[config.mk]
export PLATFORM = sky130hd
export DESIGN_NAME = dmom_ctrl
export DESIGN_NICKNAME = d
export VERILOG_FILES = /design/src/rtl/core/dmom_pkg.sv /design/src/rtl/core/dmom_ctrl.sv
export SDC_FILE = /design/constraint.sdc
export NUM_CORES = 1
export LEC_CHECK = 0
export BUFFER_PORTS_ARGS = -buffer_cell sky130_fd_sc_hd__buf_2
export CAP_MARGIN = 0
export CORE_AREA = 2 2 39 41
export DETAILED_ROUTE_END_ITERATION = 10
export DIE_AREA = 0 0 41 43
export HOLD_SLACK_MARGIN = 0.06
export SLEW_MARGIN = 0
export SYNTH_ARGS = -nofsm -noshare
export SYNTH_HDL_FRONTEND = slang
export SYNTH_SLANG_ARGS = --single-unit
[constraint.sdc]
create_clock -name clock -period 1.8 [get_ports clock]
set_clock_uncertainty 0.05 [all_clocks]
set_input_delay 0.09 -clock clock [delete_from_list [all_inputs] [get_ports clock]]
set_output_delay 0.09 -clock clock [all_outputs]
set_load 0.005 [all_outputs]
[src/rtl/core/dmom_pkg.sv]
`default_nettype none

package dmom_pkg;

   localparam int OUTCOME_BITS = 16;
   localparam int PROB_BITS    = 17;
   localparam int MAG_BITS     = OUTCOME_BITS;
   localparam int PROD_BITS    = MAG_BITS + PROB_BITS;
   localparam int XSQ_BITS     = 2 * MAG_BITS;
   localparam int SQ_BITS      = XSQ_BITS + PROB_BITS;
   localparam int SUM_BITS     = 42;
   localparam int SQSUM_BITS   = 56;
   localparam int VAR_BITS     = 55;
   localparam int FRAC_BITS    = 16;
   localparam int HI_BITS      = 20;
   localparam int MSQ_BITS     = SQSUM_BITS + 1;
   localparam int ROOT_BITS    = 28;
   localparam int REM_BITS     = ROOT_BITS + 1;
   localparam int RAD_BITS     = 2 * ROOT_BITS;
   localparam int CNT_BITS     = $clog2(ROOT_BITS);

   typedef struct packed {
      logic signed [OUTCOME_BITS-1:0] outcome;
      logic [PROB_BITS-1:0]           probability;
      logic                           last_pair;
   } req_type;

   typedef struct packed {
      logic signed [SUM_BITS-1:0] mean;
      logic [VAR_BITS-1:0]        variance;
      logic [ROOT_BITS-1:0]       std_dev;
      logic                       variance_negative;
   } rsp_type;

   typedef struct packed {
      logic accept;
      logic mag;
      logic mul;
      logic sum;
      logic sub;
      logic root_step;
      logic load;
   } cmd_type;

   typedef struct packed {
      logic root_last;
      logic out_busy;
   } sts_type;

endpackage

`default_nettype wire

[src/rtl/core/dmom_ctrl.sv]
`default_nettype none

module dmom_ctrl (
   input  wire logic             clock,
   input  wire logic             reset,
   input  wire logic             req_valid,
   input  wire logic             req_last,
   output logic                  req_stall,
   input  wire dmom_pkg::sts_type sts,
   output dmom_pkg::cmd_type     cmd
);
   import dmom_pkg::*;

   localparam logic [3:0] ST_ACCUM  = 4'd0;
   localparam logic [3:0] ST_DRAIN1 = 4'd1;
   localparam logic [3:0] ST_DRAIN2 = 4'd2;
   localparam logic [3:0] ST_MAG    = 4'd3;
   localparam logic [3:0] ST_MUL    = 4'd4;
   localparam logic [3:0] ST_SUM    = 4'd5;
   localparam logic [3:0] ST_SUB    = 4'd6;
   localparam logic [3:0] ST_ROOT   = 4'd7;
   localparam logic [3:0] ST_LOAD   = 4'd8;

   logic [3:0] state_ff;
   logic [3:0] state_in;

   assign req_stall = (state_ff != ST_ACCUM);

   always_comb begin
      state_in = state_ff;
      cmd      = '0;
      case (state_ff)
         ST_ACCUM: begin
            cmd.accept = req_valid;
            if (req_valid && req_last) begin
               state_in = ST_DRAIN1;
            end
         end
         ST_DRAIN1: state_in = ST_DRAIN2;
         ST_DRAIN2: state_in = ST_MAG;
         ST_MAG: begin
            cmd.mag  = 1'b1;
            state_in = ST_MUL;
         end
         ST_MUL: begin
            cmd.mul  = 1'b1;
            state_in = ST_SUM;
         end
         ST_SUM: begin
            cmd.sum  = 1'b1;
            state_in = ST_SUB;
         end
         ST_SUB: begin
            cmd.sub  = 1'b1;
            state_in = ST_ROOT;
         end
         ST_ROOT: begin
            cmd.root_step = 1'b1;
            if (sts.root_last) begin
               state_in = ST_LOAD;
            end
         end
         ST_LOAD: begin
            if (!sts.out_busy) begin
               cmd.load = 1'b1;
               state_in = ST_ACCUM;
            end
         end
         default: state_in = ST_ACCUM;
      endcase
   end

   always_ff @(posedge clock) begin
      if (reset) begin
         state_ff <= ST_ACCUM;
      end else begin
         state_ff <= state_in;
      end
   end

endmodule

`default_nettype wire

Word level (Yosys, flattened, before mapping)
Cells that the tools add are included.

storage, ports and cells
  bits of input ports = 6
  flip-flop bits (word level) = 4
  output and inout port bits = 8
  word-level logic and storage cells = 28

operators by class
  reduce and logical (&&, ||, !) cells = 4
  equal/unequal tests = 11
  mux-type cells = 12

operator list
  cell                                           count
  one-hot mux 4 bit (9 select lines)             1
  == test 4 x 3 -> 1 bit, second input constant  4
  two-way mux 4 bit                              3
  == test 4 x 2 -> 1 bit, second input constant  2
  two-way mux 1 bit                              8
  inequality test 2 bit, second input constant   3
  == test 4 x 1 -> 1 bit, second input constant  1
  == test 4 bit, second input constant           1
  logical NOT 4 bit                              1
  nonzero test 4 bit                             1
  AND reduction 3 bit                            1
  logical AND 1 bit                              1

Depth between registers and ports, before layout
Gate-level depths: netlist (run 1).

  depth after elaboration = 3
  mapped depth = 4
  gate-level depth less buffers = 3

Worst setup path before layout (run 1)
No wires, ideal clock.

  path type = flip-flop to flip-flop
  start point = register state_ff[3]
  end point = register state_ff[3]
  setup slack = 0.463 ns
  setup time = 0.086 ns
  arrival = 1.201 ns
  clock period less this slack = 1.337 ns
  cell stages (with the launch flop) = 5
  buffers on the path = 1
  path through = dfxtp_1 buf_2 nand2b_4 or4_4 a221oi_2

between the ends
  cells in the longest elaborated chain, start to end = 3
  elaborated cells between the ends (all ways) = 14

RTL lines
  item                                                  RTL line         text
  from (decl)                                           dmom_ctrl.sv:24  logic [3:0] state_ff;
  from (signal assigned)                                dmom_ctrl.sv:77  state_ff <= state_in;
  == test 4 x 3 -> 1 bit, or another cell as far along  dmom_ctrl.sv:32  case (state_ff)
  inequality test 2 bit (no source line)                -
  AND reduction 3 bit (no source line)                  -

Several ways; a longest one is shown, not always the timed one.
A chain may end at the register's enable or synchronous reset.

==> metrics.md, run 1 <==
| Metric | Value |
|---|---|
| Run status | `completed` |
| Die Height | `43 um` |
| Iteration-0 DRC count of the detailed router | `8` |
| Critical Path Max Stage Delay | `510 ps` |
| Final max-slew violation count | `0` |
| Clock input transition at the sequential cells of the worst setup and hold paths | `40 ps` |
| Chip Width | `41 um` |
| Endpoint class of the critical path | `output port` |
| Share of the synthesized area in the top cell type | `0.292` |
| Placed cells | `61` |
| Commonest cells after routing, fill and taps aside | `13 x buf_2, 5 x nor3_1, 4 x dfxtp_1` |
| Antenna-violating nets left | `0` |
| Total Wirelength | `684 um` |
| Initial antenna violation count | `0` |
| Non-Filler Cell Area, Final | `379 um2` |
| Crit path DAT | `1420 ps` |
| Maximum number of pins on one net before global-route repair | `10` |
| Pleak | `0.167 nW` |
| Post-CTS setup buffer count | `0` |
| Worst Path Max Fanout | `9` |
| Routed via count divided by cell count | `4.60` |
| Regs by FF count | `state_ff (4)` |
| Number of library cell types mapped by synthesis | `21` |
| Crit-path slowest cell | `nor4_1` |
| Ys Warns | `0` |
| Floorplan die area | `0.00176 mm2` |
| Layout area overhead | `38.4%` |
| Worst Reg2Reg Path Length in Cells | `3` |
| Leading cell type in the layout, fill and taps excluded | `buf_2` |
| Skew-Pair Late Insertion Delay | `230 ps` |
| Sequential area share after synthesis | `0.292` |
| Root buffer cell | `clkbuf_4` |
| Clock tree from TritonCTS | `built` |
| Number of nets produced by synthesis | `40` |
| Worst path required time | `1660 ps` |
| Maximum operating frequency | `640 MHz` |
| Power density normalized to cell area | `686 mW/mm2` |
| Final worst-path cycle share | `0.868` |
| Placeable Area | `0.00138 mm2` |
| Largest area contributor in the synthesized netlist | `dfxtp_1` |
| Count of pins on the block boundary | `14` |
| DRC violation count after routing | `0` |
| Via count of the first global-routing pass | `269` |
| Post-layout min period | `1560 ps` |
| Register area | `80.1 um2` |
| Number of input and output port buffers inserted | `13` |
| Cell row count | `14` |
| Register with the highest flop count | `state_ff` |
| Total placed instance area | `347 um2` |
| Global-route wire length before repair | `1.04 mm` |
| Post-synthesis sequential element count | `4` |
| Routability cong. | `0.787` |
| Worst Hold Path Cells | `3` |
| Post-DP HPWL | `541 um` |
| Final net count | `57` |
| Total area of multi-input combinational cells | `163 um2` |
| Pre-antenna DRT Iters | `4` |
| Unrepaired setup endpoints after global routing | `false` |
| Flip-flop count of the largest register, all copies and words added | `4` |
| Chain of cells forming the critical path | `nor4_1 > and2_1 > buf_2` |
| Type of the setup path with the least slack | `flip-flop to output port` |
| Final setup fails | `0` |
| Worst slew margin relative to its limit | `0.672` |
| Number of stages on the worst setup path | `3` |
| Mean cell area of the mapped netlist | `8.06 um2` |
| Post-synthesis instance total | `34` |
| Vias | `299` |
| Area contributors post-synth | `dfxtp_1 29%, nor3_1 9.1%, a221oi_2 5.5%` |
| Antenna cells | `0` |
| Leftover overflow at the end of global routing | `0` |
| H-Tree Level Count | `1` |
| Total Negative Setup Slacks | `0 ps` |
| Routed WL per cell | `10.5 um` |
| Fin cells | `65` |
| Worst vdd rail ir drop | `0.000228 V` |
| Class of the worst hold path | `input port to flip-flop` |
| Synthesized cell area | `274 um2` |
| GRT Overall Usage | `0.0903` |
| Least-Margin Pin Slew | `488 ps` |
| Worst path top cell family by delay | `simple AND/OR/NAND/NOR gates` |
| Number of endpoints with negative hold slack in the final report | `0` |
| Max Cap Viol | `0` |
| Longest Clk Path Bufs | `2` |
| Sinks on Clock Net | `4` |
| Share of cells above drive strength 1 | `0.449` |
| Number of buffers added by the clock tree synthesis step | `3` |
| Fill cell total of the finished layout | `151` |
| CP startpoint kind | `flip-flop` |
| Number of buffer and inverter stages on the critical path | `1` |
| Initial Util | `0.198` |
## per-layer routing
| layer | up-vias | share of wire | global-route usage |
|---|---|---|---|
| li1 | 157 | - | - |
| met5 | - | 0 | 0 |
| met3 | 0 | 0.064 | 0.0314 |
| met1 | 132 | 0.47 | 0.109 |
| met2 | 10 | 0.46 | 0.119 |
| met4 | 0 | 0 | 0.0800 |
## worst reg2reg max path: cells and delay by family (launching register included)
family          cells  cell delay (ps)
compound gates      1              230
simple gates        1              530
buf+inv             1               60
flops               1              440
## Yosys cell counts (all sizes together)
master   instances
inv              5
nor3             5
dfxtp            4
buf              2
nand2            2
nor2             2
nor4             2
a2111oi          1
a211oi           1
a21oi            1
a221oi           1
and2             1
mux2i            1
nand2b           1
nand4            1
nor4bb           1
o21ai            1
o311a            1
or4              1
## final timing paths
kind                                          startpoint                  endpoint  slack, ps
worst min register to register  state_ff[3]$_SDFFE_PP0P_  state_ff[3]$_SDFFE_PP0P_        570
worst max register to register  state_ff[0]$_SDFFE_PP0P_  state_ff[3]$_SDFFE_PP0P_        410
worst min-delay path                            req_last  state_ff[3]$_SDFFE_PP0P_        110
worst max-delay path            state_ff[3]$_SDFFE_PP0P_                    cmd[6]        240
## cell type report
type,count,share of cell area
clock buffers,3,0.0594
repair buffers,14,0.198
flip-flops and latches,4,0.211
well taps,16,0.0528
inverters,5,0.0495
multi-input cells,23,0.429
## power breakdown
group	switching [mW]	internal [mW]
combinational	0.0233	0.0221
clock	0.0369	0.0746
sequential	0.00921	0.0939
total	0.0694	0.191
## kinds of logic after synthesis
kind of cell,synth area share
muxes,0.0365
AOI/OAI and AO/OA,0.192
DFF,0.292
buffers and inverters,0.114
and+or+nand+nor,0.365
## timing repair
item                                   4_1_cts  5_1_grt
endpoints found under the hold margin        3        0
gates resized for setup                      0        0
hold buffers                                 1        0
## stage by stage
step           power [mW]  hold WS (ps)   util  setup WS, ps
6_report            0.260           108  0.274           238
3_5_place_dp        0.148           259  0.250           406
3_3_place_gp        0.148           262  0.250           431
2_1_floorplan       0.131           106      -           463
5_1_grt             0.277           122  0.274           145
4_1_cts             0.265           102  0.274           220
(Power assumes the default switching activity.)
==> run 2, diff against run 1 <==
==> constraint.sdc (replaced) <==
create_clock -name clock -period 1.5 [get_ports clock]
set_clock_uncertainty 0.05 [all_clocks]
set_input_delay 0.075 -clock clock [delete_from_list [all_inputs] [get_ports clock]]
set_output_delay 0.075 -clock clock [all_outputs]
set_load 0.005 [all_outputs]
==> metrics.md, run 2 (synthesis results as in run 1) <==
| Metric | Value |
|---|---|
| Clock input transition at the sequential cells of the worst setup and hold paths | `40 ps` |
| Number of buffers added by the clock tree synthesis step | `3` |
| Final worst-path cycle share | `0.961` |
| Antenna cells | `0` |
| Worst path top cell family by delay | `simple AND/OR/NAND/NOR gates` |
| Initial Util | `0.198` |
| Worst vdd rail ir drop | `0.000323 V` |
| Least-Margin Pin Slew | `359 ps` |
| Clock tree from TritonCTS | `built` |
| Number of input and output port buffers inserted | `13` |
| Worst slew margin relative to its limit | `0.760` |
| Total Negative Setup Slacks | `0 ps` |
| Die Height | `43 um` |
| Endpoint class of the critical path | `output port` |
| Class of the worst hold path | `input port to flip-flop` |
| Flip-flop count of the largest register, all copies and words added | `4` |
| Root buffer cell | `clkbuf_4` |
| Number of endpoints with negative hold slack in the final report | `0` |
| Vias | `327` |
| Crit-path slowest cell | `dfxtp_1` |
| Sinks on Clock Net | `4` |
| Max Cap Viol | `0` |
| Final net count | `60` |
| Busiest layer in global routing | `met2` |
| Iteration-0 DRC count of the detailed router | `11` |
| Power density normalized to cell area | `796 mW/mm2` |
| Global-route wire length before repair | `1.07 mm` |
| Layout area overhead | `52.1%` |
| Fraction of met1 tracks used by global routing | `0.112` |
| Crit path DAT | `1320 ps` |
| Chain of cells forming the critical path | `nor4_2 > buf_4 > and2_1 > buf_2` |
| Total Wirelength | `786 um` |
| Count of pins on the block boundary | `14` |
| Final max-slew violation count | `0` |
| Via count of the first global-routing pass | `261` |
| Share of cells above drive strength 1 | `0.538` |
| Routed WL per cell | `11.6 um` |
| Commonest cells after routing, fill and taps aside | `13 x buf_2, 5 x nor3_1, 4 x dfxtp_1` |
| Min Hold Slack | `84.1 ps` |
| Pre-antenna DRT Iters | `4` |
| Leading cell type in the layout, fill and taps excluded | `buf_2` |
| Worst Path Max Fanout | `7` |
| Fin cells | `68` |
| GRT Overall Usage | `0.0983` |
| Regs by FF count | `state_ff (4)` |
| Number of buffer and inverter stages on the critical path | `2` |
| Placed cells | `64` |
| Routability cong. | `0.773` |
| Post-DP HPWL | `564 um` |
| Critical Path Max Stage Delay | `400 ps` |
| Placeable Area | `0.00138 mm2` |
| Pleak | `0.185 nW` |
| Initial antenna violation count | `0` |
| Met3 Track Usage GR | `0.0314` |
| Worst path required time | `1370 ps` |
| Maximum operating frequency | `694 MHz` |
| Register with the highest flop count | `state_ff` |
| Antenna-violating nets left | `0` |
| Post-layout min period | `1440 ps` |
| Post-Route Utilization | `0.301` |
| Longest Clk Path Bufs | `2` |
| Met2 demand-to-capacity share in global routing | `0.122` |
| H-Tree Level Count | `1` |
| Type of the setup path with the least slack | `flip-flop to output port` |
| Routed via count divided by cell count | `4.81` |
| Leftover overflow at the end of global routing | `0` |
| Chip Width | `41 um` |
| CP startpoint kind | `flip-flop` |
| Run status | `completed` |
| Maximum number of pins on one net before global-route repair | `8` |
| Cell row count | `14` |
| Final setup fails | `0` |
| Floorplan die area | `0.00176 mm2` |
| Skew-Pair Late Insertion Delay | `240 ps` |
| DRC violation count after routing | `0` |
-- run 2: worst paths after layout --
kind / start / to / slack [ps] / cells after the start
worst min-delay path: req_last / state_ff[3]$_SDFFE_PP0P_ / 80 / 3
worst max-delay path: state_ff[2]$_SDFFE_PP0P_ / cmd[6] / 60 / 4
worst min register to register: state_ff[0]$_SDFFE_PP0P_ / state_ff[3]$_SDFFE_PP0P_ / 520 / 3
worst max register to register: state_ff[1]$_SDFFE_PP0P_ / state_ff[3]$_SDFFE_PP0P_ / 70 / 3
-- run 2: repair_timing --
item / in CTS / in global routing
setup buffers: 0 / 0
setup endpoints to repair: 0 / 2
gates resized for setup: 0 / 3
hold endpoints to repair: 3 / 0
hold buffers: 1 / 0
-- run 2: area by class of cell --
type / count / area, um2
clock buffers: 3 / 22.5
fillers: 151 / 967
inverters: 5 / 18.8
multi-input cells: 23 / 178
flip-flops and latches: 4 / 80.1
well taps: 16 / 20.0
repair buffers: 17 / 97.6
-- run 2: power by group --
group / leakage (nW) / internal [mW] / total (mW) / switching, mW
registers: 0.0325 / 0.113 / 0.122 / 0.00931
clock network: 0.0138 / 0.0898 / 0.138 / 0.0478
logic: 0.139 / 0.0375 / 0.0720 / 0.0345
total: 0.185 / 0.240 / 0.332 / 0.0917
-- run 2: stage by stage --
step           area, um2  power (mW)  setup WS, ps
2_1_floorplan        274       0.157           163
4_1_cts              402       0.333          32.8
5_1_grt              417       0.360         -37.7
3_5_place_dp         369       0.188           135
3_3_place_gp         369       0.188           146
6_report             417       0.332          59.0
-- run 2: worst min-delay path, cell delays in order --
cell and delay [ps]:
buf_2 90, nand2_1 90, a221oi_2 70
-- run 2: metal layers --
layer	up-vias	share of wire
met5	-	0
li1	164	-
met1	149	0.43
met3	2	0.055
met4	0	0.028
met2	12	0.49
==> run 3, diff against run 2 <==
--- a/config.mk
+++ b/config.mk
@@ -5,7 +5,7 @@
 export SDC_FILE = /design/constraint.sdc
 export NUM_CORES = 1
 export LEC_CHECK = 0
-export BUFFER_PORTS_ARGS = -buffer_cell sky130_fd_sc_hd__buf_2
+export BUFFER_PORTS_ARGS = -buffer_cell sky130_fd_sc_hd__buf_4
 export CAP_MARGIN = 0
 export CORE_AREA = 2 2 39 41
 export DETAILED_ROUTE_END_ITERATION = 10
==> metrics.md, run 3 (synthesis results as in run 1) <==
| Metric | Value |
|---|---|
| Run status | `completed` |
| Non-Filler Cell Area, Final | `465 um2` |
| Crit path DAT | `1290 ps` |
| Global-route wire length before repair | `1.07 mm` |
| Sinks on Clock Net | `4` |
| Endpoint class of the critical path | `output port` |
| Count of pins on the block boundary | `14` |
| Post-CTS setup buffer count | `0` |
| Via count of the first global-routing pass | `256` |
| Leading cell type in the layout, fill and taps excluded | `buf_4` |
| Layout area overhead | `69.9%` |
| Unrepaired setup endpoints after global routing | `false` |
| Post-DP HPWL | `546 um` |
| Iteration-0 DRC count of the detailed router | `6` |
| Number of input and output port buffers inserted | `13` |
| Fill cell total of the finished layout | `146` |
| Least-Margin Pin Slew | `357 ps` |
| Vias | `333` |
| Flip-flop count of the largest register, all copies and words added | `4` |
| Regs by FF count | `state_ff (4)` |
| Register area | `80.1 um2` |
| DRC violation count after routing | `0` |
| Final setup fails | `0` |
| Routability cong. | `0.788` |
| Post-layout min period | `1410 ps` |
| Worst path required time | `1370 ps` |
| Antenna-violating nets left | `0` |
| Type of the setup path with the least slack | `flip-flop to output port` |
| Root buffer cell | `clkbuf_4` |
| Die Height | `43 um` |
| Maximum operating frequency | `709 MHz` |
| Placed cells | `65` |
| Final net count | `61` |
| Power density normalized to cell area | `735 mW/mm2` |
| Floorplan die area | `0.00176 mm2` |
| Total area of multi-input combinational cells | `186 um2` |
| Initial antenna violation count | `0` |
| Register with the highest flop count | `state_ff` |
| Pre-antenna DRT Iters | `4` |
| Pleak | `0.195 nW` |
| Number of buffers added by the clock tree synthesis step | `3` |
| Chip Width | `41 um` |
| Share of cells above drive strength 1 | `0.547` |
| Routed WL per cell | `10.6 um` |
| Clock input transition at the sequential cells of the worst setup and hold paths | `40 ps` |
| Total placed instance area | `409 um2` |
| Worst Path Max Fanout | `7` |
| CP startpoint kind | `flip-flop` |
| Total Negative Setup Slacks | `0 ps` |
| Leftover overflow at the end of global routing | `0` |
| Commonest cells after routing, fill and taps aside | `17 x buf_4, 5 x nor3_1, 4 x dfxtp_1` |
| Longest Clk Path Bufs | `2` |
| Initial Util | `0.198` |
| Worst slew margin relative to its limit | `0.762` |
| Fin cells | `69` |
| Skew-Pair Late Insertion Delay | `240 ps` |
| Clock tree from TritonCTS | `built` |
| Class of the worst hold path | `input port to flip-flop` |
| GRT Overall Usage | `0.0984` |
| Max Cap Viol | `0` |
| Routed via count divided by cell count | `4.83` |
| Antenna cells | `0` |
| H-Tree Level Count | `1` |
| Final worst-path cycle share | `0.941` |
| Final max-slew violation count | `0` |
| Post-layout power | `0.342 mW` |
| Number of endpoints with negative hold slack in the final report | `0` |
| Placeable Area | `0.00138 mm2` |
| Cell row count | `14` |
| Maximum number of pins on one net before global-route repair | `8` |
| Worst vdd rail ir drop | `0.000564 V` |
| Total Wirelength | `729 um` |
[run 3: changes by cell type in the layout (fill, tap and decap cells not counted)]
cell	previous run	this run
buf_2	13	0
buf_4	3	17
nor4bb_2	1	0
nor4bb_4	0	1
[run 3: area by class of cell]
type,instances,area share
Tap cell,16,0.0430
Timing Repair Buffer,18,0.296
Sequential cell,4,0.172
Clock buffer,3,0.0484
Inverter,5,0.0403
Multi-Input combinational cell,23,0.401
[run 3: report_power, final]
part	switching, mW	leakage, nW	internal, mW	total (mW)
clock	0.0435	0.0138	0.0894	0.133
sequential	0.00505	0.0325	0.113	0.118
combinational	0.0407	0.149	0.0506	0.0913
total	0.0893	0.195	0.253	0.342
[run 3: metal layers]
layer	vias up	share of wire	GRT usage
met3	0	0.082	0.0785
met4	0	0	0.0600
met2	15	0.56	0.141
met5	-	0	0
met1	154	0.36	0.0932
li1	164	-	-
[run 3: path summary, 6_finish.rpt]
check | depth (start not counted) | to | start | slack [ps]
max | 5 | cmd[6] | state_ff[0]$_SDFFE_PP0P_ | 90
min | 3 | state_ff[3]$_SDFFE_PP0P_ | req_last | 110
max reg2reg | 3 | state_ff[3]$_SDFFE_PP0P_ | state_ff[2]$_SDFFE_PP0P_ | 100
min reg2reg | 3 | state_ff[3]$_SDFFE_PP0P_ | state_ff[1]$_SDFFE_PP0P_ | 520
[run 3: critical path: stages (launching register included)]
cell,delay [ps]
dfxtp_1,310
buf_4,160
nor4_2,210
buf_4,160
and2_1,120
buf_4,100
[run 3: timing repair]
| item | CTS | global route |
|---|---|---|
| hold endpoints to repair | 3 | 0 |
| setup endpoints to repair | 1 | 2 |
| gates resized for setup | 1 | 3 |
| pin swaps | 0 | 1 |
| gates cloned | 0 | 0 |
| hold buffers | 1 | 0 |
[run 3: through the flow]
step,hold WS [ps],utilization,worst slack (ps)
after global routing,99.0,0.336,24.1
after detailed placement,219,0.296,164
final,109,0.336,89.1
after floorplan,91.2,-,163
after global placement,220,0.296,188
after CTS,89.4,0.324,17.1
